<file path="src/rtl/atd_pkg.sv">
package atd_pkg;

  // Sample width used by the differencer; the port stays 16 bits wide
  localparam int SampleBits = 16;
  // Compare width: one bit above the wider of sample and threshold
  localparam int CmpBits    = 17;

  localparam int ThrBits    = 15;
  localparam int CountBits  = 8;
  localparam int CfgIdxBits = 2;
  localparam int CfgDataBits = 15;

  // Register reset values
  localparam logic [ThrBits-1:0]   EdgeThresholdReset = 15'd2880;
  localparam logic [CountBits-1:0] HoldPeriodReset    = 8'd90;
  localparam logic [CountBits-1:0] TapWindowReset     = 8'd10;

  // Configuration register indexes
  typedef enum logic [CfgIdxBits-1:0] {
    CFG_EDGE_THRESHOLD = 2'd0,
    CFG_HOLD_PERIOD    = 2'd1,
    CFG_TAP_WINDOW     = 2'd2
  } cfg_reg_t;

  // Current register settings
  typedef struct packed {
    logic [ThrBits-1:0]   edge_threshold;
    logic [CountBits-1:0] hold_period;
    logic [CountBits-1:0] tap_window;
  } cfg_t;

  // One result item
  typedef struct packed {
    logic                 tap_seen;
    logic [CountBits-1:0] tap_total;
    logic                 holding;
  } result_t;

endpackage

</file>
<file path="src/rtl/atd_cfg.sv">
module atd_cfg (
  input  logic                             clk,
  input  logic                             rst,
  input  logic                             cfg_write,
  input  logic [atd_pkg::CfgIdxBits-1:0]   cfg_index,
  input  logic [atd_pkg::CfgDataBits-1:0]  cfg_data,
  output atd_pkg::cfg_t                    cfg
);

  atd_pkg::cfg_t regs;

  // Register file; writes to unused indexes are dropped
  always_ff @(posedge clk) begin
    if (rst) begin
      regs.edge_threshold <= atd_pkg::EdgeThresholdReset;
      regs.hold_period    <= atd_pkg::HoldPeriodReset;
      regs.tap_window     <= atd_pkg::TapWindowReset;
    end else if (cfg_write) begin
      case (cfg_index)
        atd_pkg::CFG_EDGE_THRESHOLD: begin
          regs.edge_threshold <= cfg_data[atd_pkg::ThrBits-1:0];
        end
        atd_pkg::CFG_HOLD_PERIOD: begin
          regs.hold_period <= cfg_data[atd_pkg::CountBits-1:0];
        end
        atd_pkg::CFG_TAP_WINDOW: begin
          regs.tap_window <= cfg_data[atd_pkg::CountBits-1:0];
        end
        default: begin
        end
      endcase
    end
  end

  assign cfg = regs;

endmodule

</file>
<file path="src/rtl/atd_core.sv">
module atd_core (
  input  logic                             clk,
  input  logic                             rst,
  input  logic                             step,
  input  logic [atd_pkg::SampleBits-1:0]   sample,
  input  atd_pkg::cfg_t                    cfg,
  output atd_pkg::result_t                 res_next
);

  localparam int SB = atd_pkg::SampleBits;
  localparam int CB = atd_pkg::CmpBits;
  localparam int NB = atd_pkg::CountBits;

  logic [SB-1:0] prev_sample;
  logic [NB-1:0] hold_count;
  logic          positive_first;
  logic [NB-1:0] tap_counter;

  logic [NB-1:0] hold_count_next;
  logic          positive_first_next;
  logic [NB-1:0] tap_counter_next;

  logic [SB-1:0]        diff;
  logic signed [CB-1:0] diff_s;
  logic signed [CB-1:0] thr_pos;
  logic signed [CB-1:0] thr_neg;
  logic                 pos_edge;
  logic                 neg_edge;
  logic [NB-1:0]        limit;
  logic [NB-1:0]        hold_mid;
  logic                 seen;

  // Wrapped difference, widened for signed compares against the threshold
  assign diff    = sample - prev_sample;
  assign diff_s  = signed'({{(CB-SB){diff[SB-1]}}, diff});
  assign thr_pos = signed'({{(CB-atd_pkg::ThrBits){1'b0}}, cfg.edge_threshold});
  assign thr_neg = -thr_pos;
  assign pos_edge = diff_s > thr_pos;
  assign neg_edge = diff_s < thr_neg;

  // Hold count at which the tap window closes
  assign limit = (cfg.hold_period > cfg.tap_window) ?
                 (cfg.hold_period - cfg.tap_window) : '0;

  // Next state: idle edge detection, or windowed opposite edge while holding
  always_comb begin
    hold_count_next     = hold_count;
    positive_first_next = positive_first;
    tap_counter_next    = tap_counter;
    hold_mid            = hold_count;
    seen                = 1'b0;
    if (hold_count != '0) begin
      if ((hold_count > limit) && (positive_first ? neg_edge : pos_edge)) begin
        tap_counter_next = tap_counter + NB'(1);
        seen             = 1'b1;
        hold_mid         = limit;
      end
      hold_count_next = (hold_mid != '0) ? (hold_mid - NB'(1)) : '0;
    end else if (pos_edge) begin
      positive_first_next = 1'b1;
      hold_count_next     = cfg.hold_period;
    end else if (neg_edge) begin
      positive_first_next = 1'b0;
      hold_count_next     = cfg.hold_period;
    end
  end

  // Result for the sample being taken
  always_comb begin
    res_next.tap_seen  = seen;
    res_next.tap_total = tap_counter_next;
    res_next.holding   = hold_count_next != '0;
  end

  // Detector state
  always_ff @(posedge clk) begin
    if (rst) begin
      prev_sample    <= '0;
      hold_count     <= '0;
      positive_first <= 1'b0;
      tap_counter    <= '0;
    end else if (step) begin
      prev_sample    <= sample;
      hold_count     <= hold_count_next;
      positive_first <= positive_first_next;
      tap_counter    <= tap_counter_next;
    end
  end

endmodule

</file>
<file path="src/rtl/accel_tap_detector_unit.sv">
// The input transfer loads the input register, and the result register loads from it
// once it is empty or being drained, so out_valid rises after both (2 register stages).
// Throughput: one sample per cycle while out_stall stays low; the single-pass detector
// logic between the two registers updates its state in the cycle it loads a result.
// Reset (rst, synchronous, active high) clears both pipeline valids, the detector
// state and the tap count, and returns the registers to 2880 / 90 / 10.
module accel_tap_detector_unit (
  input  logic                             clk,
  input  logic                             rst,
  // sample input
  input  logic                             in_valid,
  output logic                             in_stall,
  input  logic signed [15:0]               z_sample,
  // result output
  output logic                             out_valid,
  input  logic                             out_stall,
  output logic                             tap_seen,
  output logic [7:0]                       tap_total,
  output logic                             holding,
  // configuration
  input  logic                             cfg_write,
  input  logic [atd_pkg::CfgIdxBits-1:0]   cfg_index,
  input  logic [atd_pkg::CfgDataBits-1:0]  cfg_data
);

  logic                           s1_valid;
  logic [atd_pkg::SampleBits-1:0] s1_sample;
  logic                           step;
  logic                           in_xfer;
  atd_pkg::cfg_t                  cfg;
  atd_pkg::result_t               res_next;
  atd_pkg::result_t               res;

  // Handshake: result register loads when empty or being drained
  assign step     = s1_valid && (!out_valid || !out_stall);
  assign in_stall = s1_valid && !step;
  assign in_xfer  = in_valid && !in_stall;

  atd_cfg u_cfg (
    .clk       (clk),
    .rst       (rst),
    .cfg_write (cfg_write),
    .cfg_index (cfg_index),
    .cfg_data  (cfg_data),
    .cfg       (cfg)
  );

  atd_core u_core (
    .clk      (clk),
    .rst      (rst),
    .step     (step),
    .sample   (s1_sample),
    .cfg      (cfg),
    .res_next (res_next)
  );

  // Input register
  always_ff @(posedge clk) begin
    if (rst) begin
      s1_valid <= 1'b0;
    end else if (in_xfer) begin
      s1_valid <= 1'b1;
    end else if (step) begin
      s1_valid <= 1'b0;
    end
  end

  always_ff @(posedge clk) begin
    if (in_xfer) begin
      s1_sample <= z_sample[atd_pkg::SampleBits-1:0];
    end
  end

  // Result register
  always_ff @(posedge clk) begin
    if (rst) begin
      out_valid <= 1'b0;
    end else if (step) begin
      out_valid <= 1'b1;
    end else if (!out_stall) begin
      out_valid <= 1'b0;
    end
  end

  always_ff @(posedge clk) begin
    if (step) begin
      res <= res_next;
    end
  end

  assign tap_seen  = res.tap_seen;
  assign tap_total = res.tap_total;
  assign holding   = res.holding;

  // Checks
  a_no_stall_when_empty: assert property (@(posedge clk) disable iff (rst)
    !s1_valid |-> !in_stall)
    else $error("input stalled with empty input register");

  a_step_fills_output: assert property (@(posedge clk) disable iff (rst)
    step |=> out_valid)
    else $error("result register not valid after load");

  a_item_kept: assert property (@(posedge clk) disable iff (rst)
    (s1_valid && !step) |=> s1_valid)
    else $error("pending sample dropped");

  a_tap_counts: assert property (@(posedge clk) disable iff (rst)
    (step && res_next.tap_seen) |=> (tap_seen && tap_total == $past(res_next.tap_total)))
    else $error("tap pulse not delivered");

endmodule

</file>
<file path="config.mk">
export PLATFORM = sky130hd
export DESIGN_NAME = accel_tap_detector_unit
export DESIGN_NICKNAME = d
export VERILOG_FILES = /design/src/rtl/atd_pkg.sv /design/src/rtl/atd_cfg.sv /design/src/rtl/atd_core.sv /design/src/rtl/accel_tap_detector_unit.sv
export SDC_FILE = /design/constraint.sdc
export NUM_CORES = 1
export LEC_CHECK = 0
export BUFFER_PORTS_ARGS = -buffer_cell sky130_fd_sc_hd__buf_2
export CAP_MARGIN = 20
export CORE_ASPECT_RATIO = 1.5
export CORE_UTILIZATION = 25
export DETAILED_ROUTE_END_ITERATION = 16
export PLACE_DENSITY = 0.38
export SLEW_MARGIN = 40
export SYNTH_ARGS = -nofsm -noshare
export SYNTH_HDL_FRONTEND = slang
export SYNTH_HIERARCHICAL = 1
export SYNTH_SLANG_ARGS = --single-unit
</file>
<file path="constraint.sdc">
create_clock -name clk -period 5.2 [get_ports clk]
set_input_delay 0.78 -clock clk [delete_from_list [all_inputs] [get_ports clk]]
set_output_delay 0.78 -clock clk [all_outputs]
set_load 0.05 [all_outputs]
</file>
; Word-level counts from Yosys, hierarchy flattened
; Index checks and enable logic that the tools add are counted.
[classes]
reduce_logical = 19
addsub = 5
eq_ne = 3
magnitude_cmp = 4
muxes = 17
bitwise = 1
[op_table]
columns = operator, n
row1 = 8-bit 2-to-1 mux, 9
row2 = 8-bit nonzero test, 3
row3 = 16-bit by 17-bit less-than comparator with 1-bit output, 1
row4 = 15-bit negation with 17-bit output, 1
row5 = 16-bit greater-than comparator, 1
row6 = 8-bit greater-than comparator, 2
row7 = 16-bit subtractor, 1
row8 = "8-bit by 1-bit adder with 8-bit output, second input constant", 1
row9 = 1-bit 2-to-1 mux, 8
row10 = "8-bit by 1-bit subtractor with 8-bit output, second input constant", 1
row11 = 8-bit subtractor, 1
row12 = 2-bit AND reduction, 3
row13 = 1-bit logical AND, 4
row14 = 1-bit zero test, 4
row15 = 2-bit nonzero test, 2
row16 = 3-bit AND reduction, 1
row17 = "2-bit by 1-bit equality test with 1-bit output, second input constant", 1
row18 = "2-bit equality test, second input constant", 1
row19 = 2-bit zero test, 1
row20 = "2-bit by 1-bit inequality test with 1-bit output, second input constant", 1
row21 = 1-bit logical OR, 1
row22 = 1-bit inverter, 1
[totals]
elab_cells = 62
input_bits = 38
ff_bits = 92
output_inout_bits = 12

; Depth between registers and ports, before layout
; Gate-level depths: netlist of the first run.
[depth]
depth_word = 10
depth_mapped = 30
mapped_depth_nobuf = 29

; Cells and area by module
; Netlist of the first run, hierarchy kept.
[by_module_without_submodules]
columns = module, seq_area_each_um2, cells_each, n_inst, area_per_inst_um2
row1 = atd_core, 660.6, 541, 1, 4257.8
row2 = atd_cfg, 620.6, 125, 1, 1298.7
row3 = accel_tap_detector_unit, 820.8, 36, 1, 867.1

; Least setup slack after synthesis of the first run
; OpenSTA, ideal clock, no wires.
[synth_path]
path_kind = register to register
from = reg s1_sample[0] (netlist name)
to = reg res (netlist bit holding) (data pin)
n_path_buf = 1
synth_period_minus_slack_ns = 5.457
path_slack_ns = -0.257
arrival_time_ns = 5.182
setup_time_ns = 0.275
t_required_ns = 4.925
path_stages_with_launch = 28
cell_sequence = edfxtp_1 -> inv_1 -> ha_1 -> inv_1 -> fa_1 -> a211oi_2 -> o211ai_2 -> a21oi_2 -> o21ai_0 -> a21o_1 -> a21oi_1 -> xnor2_1 -> ha_1 -> or4b_2 -> a2bb2oi_1 -> a221o_1 -> o311ai_1 -> o21ai_1 -> o311ai_4 -> buf_4 -> nor2_1 -> a21oi_1 -> ha_1 -> o2111ai_1 -> o21a_1 -> mux2i_1 -> a41o_1 -> nand4_1
[synth_lines]
columns = item, line_no
row1 = start: declaration, accel_tap_detector_unit.sv:27  ; logic [atd_pkg::SampleBits-1:0] s1_sample;
row2 = start signal: assignment, accel_tap_detector_unit.sv:70  ; s1_sample <= z_sample[atd_pkg::SampleBits-1:0];
row3 = end signal: assignment, accel_tap_detector_unit.sv:87  ; res <= res_next;
row4 = end: declaration, accel_tap_detector_unit.sv:32  ; atd_pkg::result_t res;

==> results of run 1 <==
[flip-flops by register name (all words and copies together) (netlist names)]
name and count:
s1_valid 1, u_core/prev_sample 16, tap_total 8, out_valid 1
u_core/tap_counter 8, tap_seen 1, u_core/positive_first 1, u_core/hold_count 8
s1_sample 16, u_cfg/cfg 31, holding 1
[kinds of logic (layout without fill, tap and decap cells)]
| group | Yosys count | in the layout | synth area share [%] |
|---|---|---|---|
| AND/OR/NAND/NOR | 229 | 229 | 18.84 |
| AO/OA/AOI/OAI | 130 | 130 | 14.24 |
| flip-flops | 92 | 92 | 32.72 |
| buffers and inverters | 75 | 200 | 4.967 |
| adder cells (fa/ha/maj) | 65 | 65 | 12.86 |
| multiplexers | 59 | 59 | 9.291 |
| XOR/XNOR | 52 | 52 | 7.090 |
[worst min path at each step]
stage / end
after CTS: u_cfg/cfg[6]
after detailed placement: u_core/prev_sample[6]
after floorplan: u_cfg/cfg[29]
after global placement: u_cfg/cfg[2]
final: u_cfg/cfg[6]
after global routing: u_core/prev_sample[14]
[through the flow]
stage,setup slack (ns),cells,TNS (ns)
6_report,-0.2018,1155,-1.068
5_1_grt,-0.4740,1155,-3.680
3_3_place_gp,-0.4434,1126,-3.056
4_1_cts,-0.1717,1150,-0.7296
2_1_floorplan,-0.01728,702,-0.01728
3_5_place_dp,-0.5441,1128,-3.656
[worst max-delay path, stage by stage, from the launching register on]
cell,delay [ns]
edfxtp_1,0.39
inv_1,0.07
ha_2,0.18
inv_2,0.04
fa_2,0.36
a211oi_4,0.31
o21ai_2,0.10
nand3_1,0.09
and2_4,0.15
xnor2_2,0.07
ha_2,0.18
or4_1,0.47
a221o_1,0.30
o21ai_2,0.19
o211ai_1,0.11
a221o_1,0.37
o311ai_4,0.09
o21ai_2,0.12
o311ai_4,0.10
mux2i_2,0.33
ha_2,0.25
o2111ai_2,0.11
o21a_4,0.27
mux2i_4,0.25
a41o_1,0.15
nand4_1,0.09
[power groups by stage]
stage / sequential [mW] / combinational (mW) / clock, mW
after floorplan: 0.828 / 0.517 / 0
after global placement: 0.821 / 0.800 / 0
after detailed placement: 0.821 / 0.802 / 0
after CTS: 0.805 / 0.863 / 0.714
after global routing: 0.809 / 0.992 / 0.738
final: 0.804 / 0.897 / 0.683
[cells in the mapped netlist, types with 3 or more instances]
master and instances:
nand4_1 12, nand2b_1 35, a211oi_1 12, mux2_2 5
clkbuf_1 12, nand2_1 36, nor4_1 4, buf_2 5
nand3b_1 5, and2_1 5, o21ai_0 21, xor2_1 19
o211ai_1 5, ha_1 62, a21oi_1 25, inv_1 54
edfxtp_1 26, nand3_1 13, xnor2_1 33, a311oi_1 3
mux2i_1 54, nor3_1 13, or4_1 4, nand3_2 3
a21oi_2 4, o21ai_1 3, and3_1 5, a21o_1 13
nor2_1 72, o21a_1 8, dfxtp_1 66, a31oi_1 5
nor2b_1 5
[layout make-up]
type / instances / area (µm²)
fill: 2592 / 17010
multi-input combinational: 535 / 4255
sequential: 92 / 2102
timing repair buffer: 130 / 864.6
tap: 328 / 410.4
clock buffer: 10 / 229.0
inverter: 54 / 202.7
clock inverter: 6 / 71.32
[routing by layer]
metal / vias to the layer above / routed length (µm)
met5: - / 0
met4: 0 / 847
met3: 32 / 328
met2: 67 / 9373
met1: 2547 / 6690
li1: 2728 / -
[what timing repair did]
action | 4_1_cts | 5_1_grt
pin swaps | 22 | 21
resized for setup | 34 | 14
buffers inserted | 6 | 5
setup endpoints to repair | 9 | 13
==> results.toml, run 1 <==
[outcome]
status = "finished with violations"
violations = "negative setup slack"

[job]
maxCapViolations = 0

[cells_and_area]
final_common_cell = "buf_4"
synthToLayoutAreaGrowth_pct = 26.65
fin_util_pct = 32.36
drive_gt1_share_pct = 25.88
most-common-layout-cells = "79 x buf_4, 70 x nor2_1, 66 x dfxtp_1, 56 x ha_1, 53 x inv_1"
antennaDiodeCount = 0
fin_area_mm2 = 0.008135
final_nets = 924

[power]
power_frac_seq_pct = 33.7
p_sw_share_pct = 33.83
ir_worst_vdd_mv = 0.1625
combPwrFrac_pct = 37.6
p_leak_nw = 3.382
p_sw_uw = 806.3
power.total_mw = 2.383
clkPwrFrac_pct = 28.6
power_density_mw_per_mm2 = 292.9
p_int_mw = 1.577

[clocking]
cts.path.max_buffers = 2
cts_tree = "built"
clkLatencyLatePin_ns = 0.37
clkTransAtPathRegs_ns = 0.07
cts_sinks = 92
cts-root-buf = "clkbuf_16"
h-tree-depth = 3
numCtsBuffers = 9
cts.hold.buffers_added = 0

[yosys]
postSynthAreaPerCell_um2 = 9.151
yosys-top-cells-area = "dfxtp_1 21%, edfxtp_1 12%, ha_1 12%"
yosysTopAreaCell = "dfxtp_1"
syn_inst = 702
ys.warnings.count = 6
synth_seq_cells = 92
syn_area_mm2 = 0.006424
ys_async_sr_fraction_pct = 0
ys_types = 75
synth-edff-count = 26
ys_seq_area_share_pct = 32.72
synth_top_area_share_pct = 20.57
synth_ff_type = "dfxtp_1"
synth_fp_nets = 804

[critical_path]
crit_path_end_kind = "flop"
r2r_cells = 25
r2r_start = "s1_sample[0]"
ff2ff_setup_slack_ns = -0.20
critPathLaunch = "s1_sample[0]"
critPathMaxFanout = 5
worst-setup-path-type = "flop to flop"
startpoint_type = "flop"
r2r-end = "holding"
crit_required_ns = 5.30
crit_end = "holding"
arrival_ns = 5.50

[drt]
viasPerCell = 4.653
drt-total-wl_um = 17240
ant_nets = 0
wire_per_inst_um = 14.93
drtIter0Drc = 168
drc_errors = 0
drtPass1Iterations = 5
num_vias = 5374

[sta]
timing.final.crit_share_pct = 103.9
slew_headroom_pct = 58.23
fin_worst_skew_ns = 0.01330
hold_viol = 0
rsz0062_at_grt = "yes"
period_needed_ns = 5.402
hold_ws_ns = 0.4851
setup_ws_ns = -0.2018
fmax_mhz = 185.1
slew_violations = 0
worstMarginPinSlew_ns = 0.6258
setup_viol = 9

[floorplan]
rows = 71
die_w_um = 132.9
start_util_pct = 25.55
core_area_mm2 = 0.02514
die_area_mm2 = 0.02635
io_pins = 50
die_h_um = 198.3

[worst_hold_path]
hold_start = "u_cfg/cfg[6]"
min_path_type = "flop to flop"
holdPathStages = 2

[global_routing]
antenna_found_initial = 0
grt_use_met2_pct = 26.78
grt_overflow = 0
first_global_vias = 5611
use_met1_pct = 13.16
top_usage_layer = "met2"
use_met3_pct = 2.074
grt_pass1_wl_um = 27940
grt_max_degree = 53
grt_usage_pct = 13.77

[placed_design]
io_buffers = 49
globalplace.congestion = 0.8995
place_area_mm2 = 0.007546
dp_hpwl_um = 13860
Power figures use the tool's default switching activity.
==> run 2: changes to the inputs <==
--- a/config.mk
+++ b/config.mk
@@ -11,6 +11,7 @@
 export CORE_UTILIZATION = 25
 export DETAILED_ROUTE_END_ITERATION = 16
 export PLACE_DENSITY = 0.38
+export SKIP_LAST_GASP = 1
 export SLEW_MARGIN = 40
 export SYNTH_ARGS = -nofsm -noshare
 export SYNTH_HDL_FRONTEND = slang
==> results.toml, run 2 (same netlist as run 1, synthesis figures left out) <==
[outcome]
status = "finished with violations"
violations = "negative setup slack"

[sta]
worstMarginPinSlew_ns = 0.6258
slew_headroom_pct = 58.23
hold_ws_ns = 0.4851
period_needed_ns = 5.398
timing.final.crit_share_pct = 103.8
rsz0062_at_grt = "yes"
hold_viol = 0
setup_viol = 9
fin_worst_skew_ns = 0.01338
fmax_mhz = 185.2
slew_violations = 0
setup_ws_ns = -0.1984

[critical_path]
critPathMaxFanout = 4
path_buf_inv = 2
slowest_delay_ns = 0.47
crit_path_end_kind = "flop"
worst-setup-path-type = "flop to flop"
crit_slowest_cell = "or4_1"
cpLargestDelayFamily = "compound AO/OA/AOI/OAI gates"
crit_required_ns = 5.30
startpoint_type = "flop"
arrival_ns = 5.50
ff2ff_setup_slack_ns = -0.20

[drt]
drc_errors = 0
num_vias = 5366
viasPerCell = 4.646
drtIter0Drc = 184
ant_nets = 0
drtPass1Iterations = 4
wire_per_inst_um = 14.93
drt-total-wl_um = 17240

[worst_hold_path]
min_path_type = "flop to flop"

[clocking]
numCtsBuffers = 9
cts.path.max_buffers = 2
h-tree-depth = 3
cts_tree = "built"
clkTransAtPathRegs_ns = 0.07
clkLatencyLatePin_ns = 0.37
cts_sinks = 92
cts-root-buf = "clkbuf_16"

[global_routing]
use_met3_pct = 2.074
grt_pass1_wl_um = 27940
grt_usage_pct = 13.77
grt_use_met2_pct = 26.78
use_met1_pct = 13.16
top_usage_layer = "met2"
grt_max_degree = 53
first_global_vias = 5611
grt_overflow = 0
antenna_found_initial = 0

[power]
power_density_mw_per_mm2 = 292.9
ir_worst_vdd_mv = 0.1625
clkPwrFrac_pct = 28.7
p_sw_uw = 806.3
p_leak_nw = 3.382
combPwrFrac_pct = 37.6
p_sw_share_pct = 33.84
p_int_mw = 1.577
power_frac_seq_pct = 33.7
power.total_mw = 2.383

[cells_and_area]
final_nets = 924
fin_area_mm2 = 0.008135
final_common_cell = "buf_4"
largest_reg_flops = 31
drive_gt1_share_pct = 25.88
antennaDiodeCount = 0
synthToLayoutAreaGrowth_pct = 26.65
most-common-layout-cells = "79 x buf_4, 70 x nor2_1, 66 x dfxtp_1, 56 x ha_1, 53 x inv_1"

[placed_design]
io_buffers = 49
globalplace.congestion = 0.8995
dp_hpwl_um = 13860
place_area_mm2 = 0.007546

[floorplan]
rows = 71
die_area_mm2 = 0.02635
die_h_um = 198.3
io_pins = 50
die_w_um = 132.9
start_util_pct = 25.55
core_area_mm2 = 0.02514

[job]
maxCapViolations = 0
==> run 2: cell type report <==
class	instances	area, µm²
well taps	328	410.4
clock inverters	6	71.32
fillers	2592	17010
clock buffers	10	229.0
inverters	54	202.7
multi-input cells	535	4255
repair buffers	130	864.6
flip-flops and latches	92	2102
==> run 2: what timing repair did <==
action                                  CTS  global route
resized for setup                        34            14
gates cloned                              0             0
pin swaps                                22            20
endpoints found under the setup margin    9            13
hold buffers                              0             0
buffers inserted                          6             5
endpoints found under the hold margin     0             0
==> run 2: worst paths after layout <==
path                                   start  depth (start not counted)            to
worst max register to register  s1_sample[0]                         26       holding
worst min register to register  u_cfg/cfg[6]                          2  u_cfg/cfg[6]
worst max-delay path            s1_sample[0]                         26       holding
worst min-delay path            u_cfg/cfg[6]                          2  u_cfg/cfg[6]
==> run 2: layer usage <==
| layer | vias up | routed length (µm) |
|---|---|---|
| li1 | 2727 | - |
| met1 | 2542 | 6713 |
| met2 | 63 | 9346 |
| met3 | 34 | 306 |
| met4 | 0 | 876 |
| met5 | - | 0 |
==> run 2: worst reg2reg max path, stage by stage, from the launching register on <==
cell	delay, ns
edfxtp_1	0.39
inv_1	0.07
ha_2	0.18
inv_2	0.04
fa_2	0.36
a211oi_4	0.31
o21ai_2	0.10
nand3_1	0.09
and2_4	0.15
xnor2_2	0.07
ha_2	0.18
or4_1	0.47
a221o_1	0.30
o21ai_2	0.19
o211ai_1	0.12
a221o_1	0.37
o311ai_4	0.09
o21ai_2	0.12
o311ai_4	0.10
mux2i_2	0.33
ha_2	0.27
nand3_1	0.13
xnor2_2	0.19
nand2_1	0.07
o21ai_1	0.16
a41o_1	0.21
nand4_1	0.09
==> run 2: per-stage QoR <==
| step | std cells | setup TNS (ns) | setup slack (ns) | utilization [%] |
|---|---|---|---|---|
| 2_1_floorplan | 702 | -0.01728 | -0.01728 | - |
| 3_3_place_gp | 1126 | -3.056 | -0.4434 | 29.93 |
| 3_5_place_dp | 1128 | -3.656 | -0.5441 | 30.02 |
| 4_1_cts | 1150 | -0.7296 | -0.1717 | 31.93 |
| 5_1_grt | 1155 | -3.681 | -0.4751 | 32.36 |
| 6_report | 1155 | -1.019 | -0.1984 | 32.36 |
==> run 2: power by group through the flow <==
| stage | logic [mW] | clock network (mW) | registers, mW |
|---|---|---|---|
| final | 0.896 | 0.683 | 0.804 |
| after floorplan | 0.517 | 0 | 0.828 |
| after CTS | 0.863 | 0.714 | 0.805 |
| after detailed placement | 0.802 | 0 | 0.821 |
| after global routing | 0.992 | 0.738 | 0.809 |
| after global placement | 0.800 | 0 | 0.821 |
==> run 3: changes to the inputs <==
--- a/config.mk
+++ b/config.mk
@@ -8,12 +8,14 @@
 export BUFFER_PORTS_ARGS = -buffer_cell sky130_fd_sc_hd__buf_2
 export CAP_MARGIN = 20
 export CORE_ASPECT_RATIO = 1.5
-export CORE_UTILIZATION = 25
+export CORE_UTILIZATION = 55
 export DETAILED_ROUTE_END_ITERATION = 16
-export PLACE_DENSITY = 0.38
+export PLACE_DENSITY = 0.74
+export SETUP_SLACK_MARGIN = 0.1
 export SKIP_LAST_GASP = 1
 export SLEW_MARGIN = 40
 export SYNTH_ARGS = -nofsm -noshare
 export SYNTH_HDL_FRONTEND = slang
 export SYNTH_HIERARCHICAL = 1
 export SYNTH_SLANG_ARGS = --single-unit
+export TNS_END_PERCENT = 30
==> results.toml, run 3 (same netlist as run 1, synthesis figures left out) <==
[drt]
drc_errors = 0
viasPerCell = 5.631
drtPass1Iterations = 5
num_vias = 5456
drt-total-wl_um = 15330
drtIter0Drc = 228
wire_per_inst_um = 15.82
ant_nets = 0

[cells_and_area]
synthToLayoutAreaGrowth_pct = 22.87
final-seq-area_mm2 = 0.002102
multi_input_comb_area_mm2 = 0.004298
largest_reg_flops = 31
fin_area_mm2 = 0.007893
nFillCells = 915
final_nets = 916
fin_util_pct = 68.80
final_common_cell = "buf_4"
drive_gt1_share_pct = 25.15
most-common-layout-cells = "71 x buf_4, 68 x nor2_1, 66 x dfxtp_1, 56 x ha_1, 53 x inv_1"
antennaDiodeCount = 0

[sta]
rsz0062_at_grt = "yes"
slew_violations = 0
fmax_mhz = 183.3
period_needed_ns = 5.455
fin_worst_skew_ns = 0.009587
setup_ws_ns = -0.2546
setup_viol = 9
slew_headroom_pct = 47.72
hold_viol = 0
hold_ws_ns = 0.4825
worstMarginPinSlew_ns = 0.7822
timing.final.crit_share_pct = 104.9

[power]
p_leak_nw = 3.343
power_density_mw_per_mm2 = 301.4
power.total_mw = 2.379
ir_worst_vdd_mv = 0.2036

[global_routing]
grt_max_degree = 54
grt_usage_pct = 25.94
antenna_found_initial = 0
grt_overflow = 0
first_global_vias = 5615
grt_pass1_wl_um = 25280

[job]
maxCapViolations = 0

[floorplan]
core_area_mm2 = 0.01147
io_pins = 50
die_h_um = 134.4
start_util_pct = 56.00
die_w_um = 90.24
rows = 48
die_area_mm2 = 0.01212

[outcome]
status = "finished with violations"
violations = "negative setup slack"

[critical_path]
arrival_ns = 5.54
crit_path_end_kind = "flop"
crit_slowest_cell = "or4_4"
slowest_delay_ns = 0.48
crit_required_ns = 5.29
cpLargestDelayFamily = "compound AO/OA/AOI/OAI gates"
path_buf_inv = 2
startpoint_type = "flop"
critPathMaxFanout = 4
worst-setup-path-type = "flop to flop"

[placed_design]
io_buffers = 49
dp_hpwl_um = 11650
place_area_mm2 = 0.007264
globalplace.congestion = 0.9408
place_worst_setup_slack_ns = -0.4934

[clocking]
clkTransAtPathRegs_ns = 0.07
clkLatencyLatePin_ns = 0.34
cts-root-buf = "clkbuf_16"
cts.path.max_buffers = 2
cts_sinks = 92
cts_tree = "built"
h-tree-depth = 3
numCtsBuffers = 9
cts.hold.buffers_added = 0

[worst_hold_path]
min_path_type = "flop to flop"
==> run 3: cell count changes in the layout (fill, tap and decap cells not counted), moves of 2 or more <==
cell,change
a2bb2oi_1,+2
inv_6,-2
inv_4,+2
a21oi_4,+2
a2bb2oi_2,-2
o21ai_4,+2
o21ai_2,-3
nor2_1,-2
buf_4,-8
==> run 3: layer usage <==
layer / wire (µm) / up-vias / GRT usage (%)
li1: - / 2716 / -
met4: 727 / 0 / 15.05
met5: 0 / - / 0
met3: 363 / 53 / 3.345
met1: 6020 / 2562 / 26.23
met2: 8223 / 125 / 50.30
==> run 3: layout make-up <==
| type | count | area share (%) |
|---|---|---|
| clock inverters | 5 | 0.7451 |
| well taps | 150 | 2.378 |
| flip-flops and latches | 92 | 26.63 |
| repair buffers | 122 | 10.15 |
| inverters | 54 | 2.568 |
| multi-input cells | 535 | 54.45 |
| clock buffers | 11 | 3.075 |
==> run 3: tightest hold or removal path, stage by stage (launching register included) <==
cell,delay (ns)
dfxtp_1,0.31
nand2b_1,0.06
mux2i_1,0.06
==> run 3: power by group <==
part | internal, mW | switching [mW] | leakage [nW]
Combinational | 0.426 | 0.482 | 2.41
Clock | 0.388 | 0.280 | 0.147
Sequential | 0.773 | 0.0296 | 0.785
==> run 3: metrics by stage <==
stage,setup TNS [ns],instances
global placement,-2.204,944
finish,-1.587,969
global route,-4.377,969
detailed placement,-3.746,944
floorplan,-0.01728,702
CTS,-0.4455,965
==> run 3: final timing paths <==
check	slack (ns)	from	to	cells past startpoint
min	0.48	u_cfg/cfg[7]	u_cfg/cfg[7]	2
max	-0.25	s1_sample[0]	holding	26
max reg2reg	-0.25	s1_sample[0]	holding	26
min reg2reg	0.48	u_cfg/cfg[7]	u_cfg/cfg[7]	2
==> run 3: what timing repair did <==
| item | CTS | global route |
|---|---|---|
| setup endpoints to repair | 9 | 9 |
| gates resized for setup | 22 | 33 |
| pin swaps | 16 | 24 |
| setup buffers | 5 | 4 |
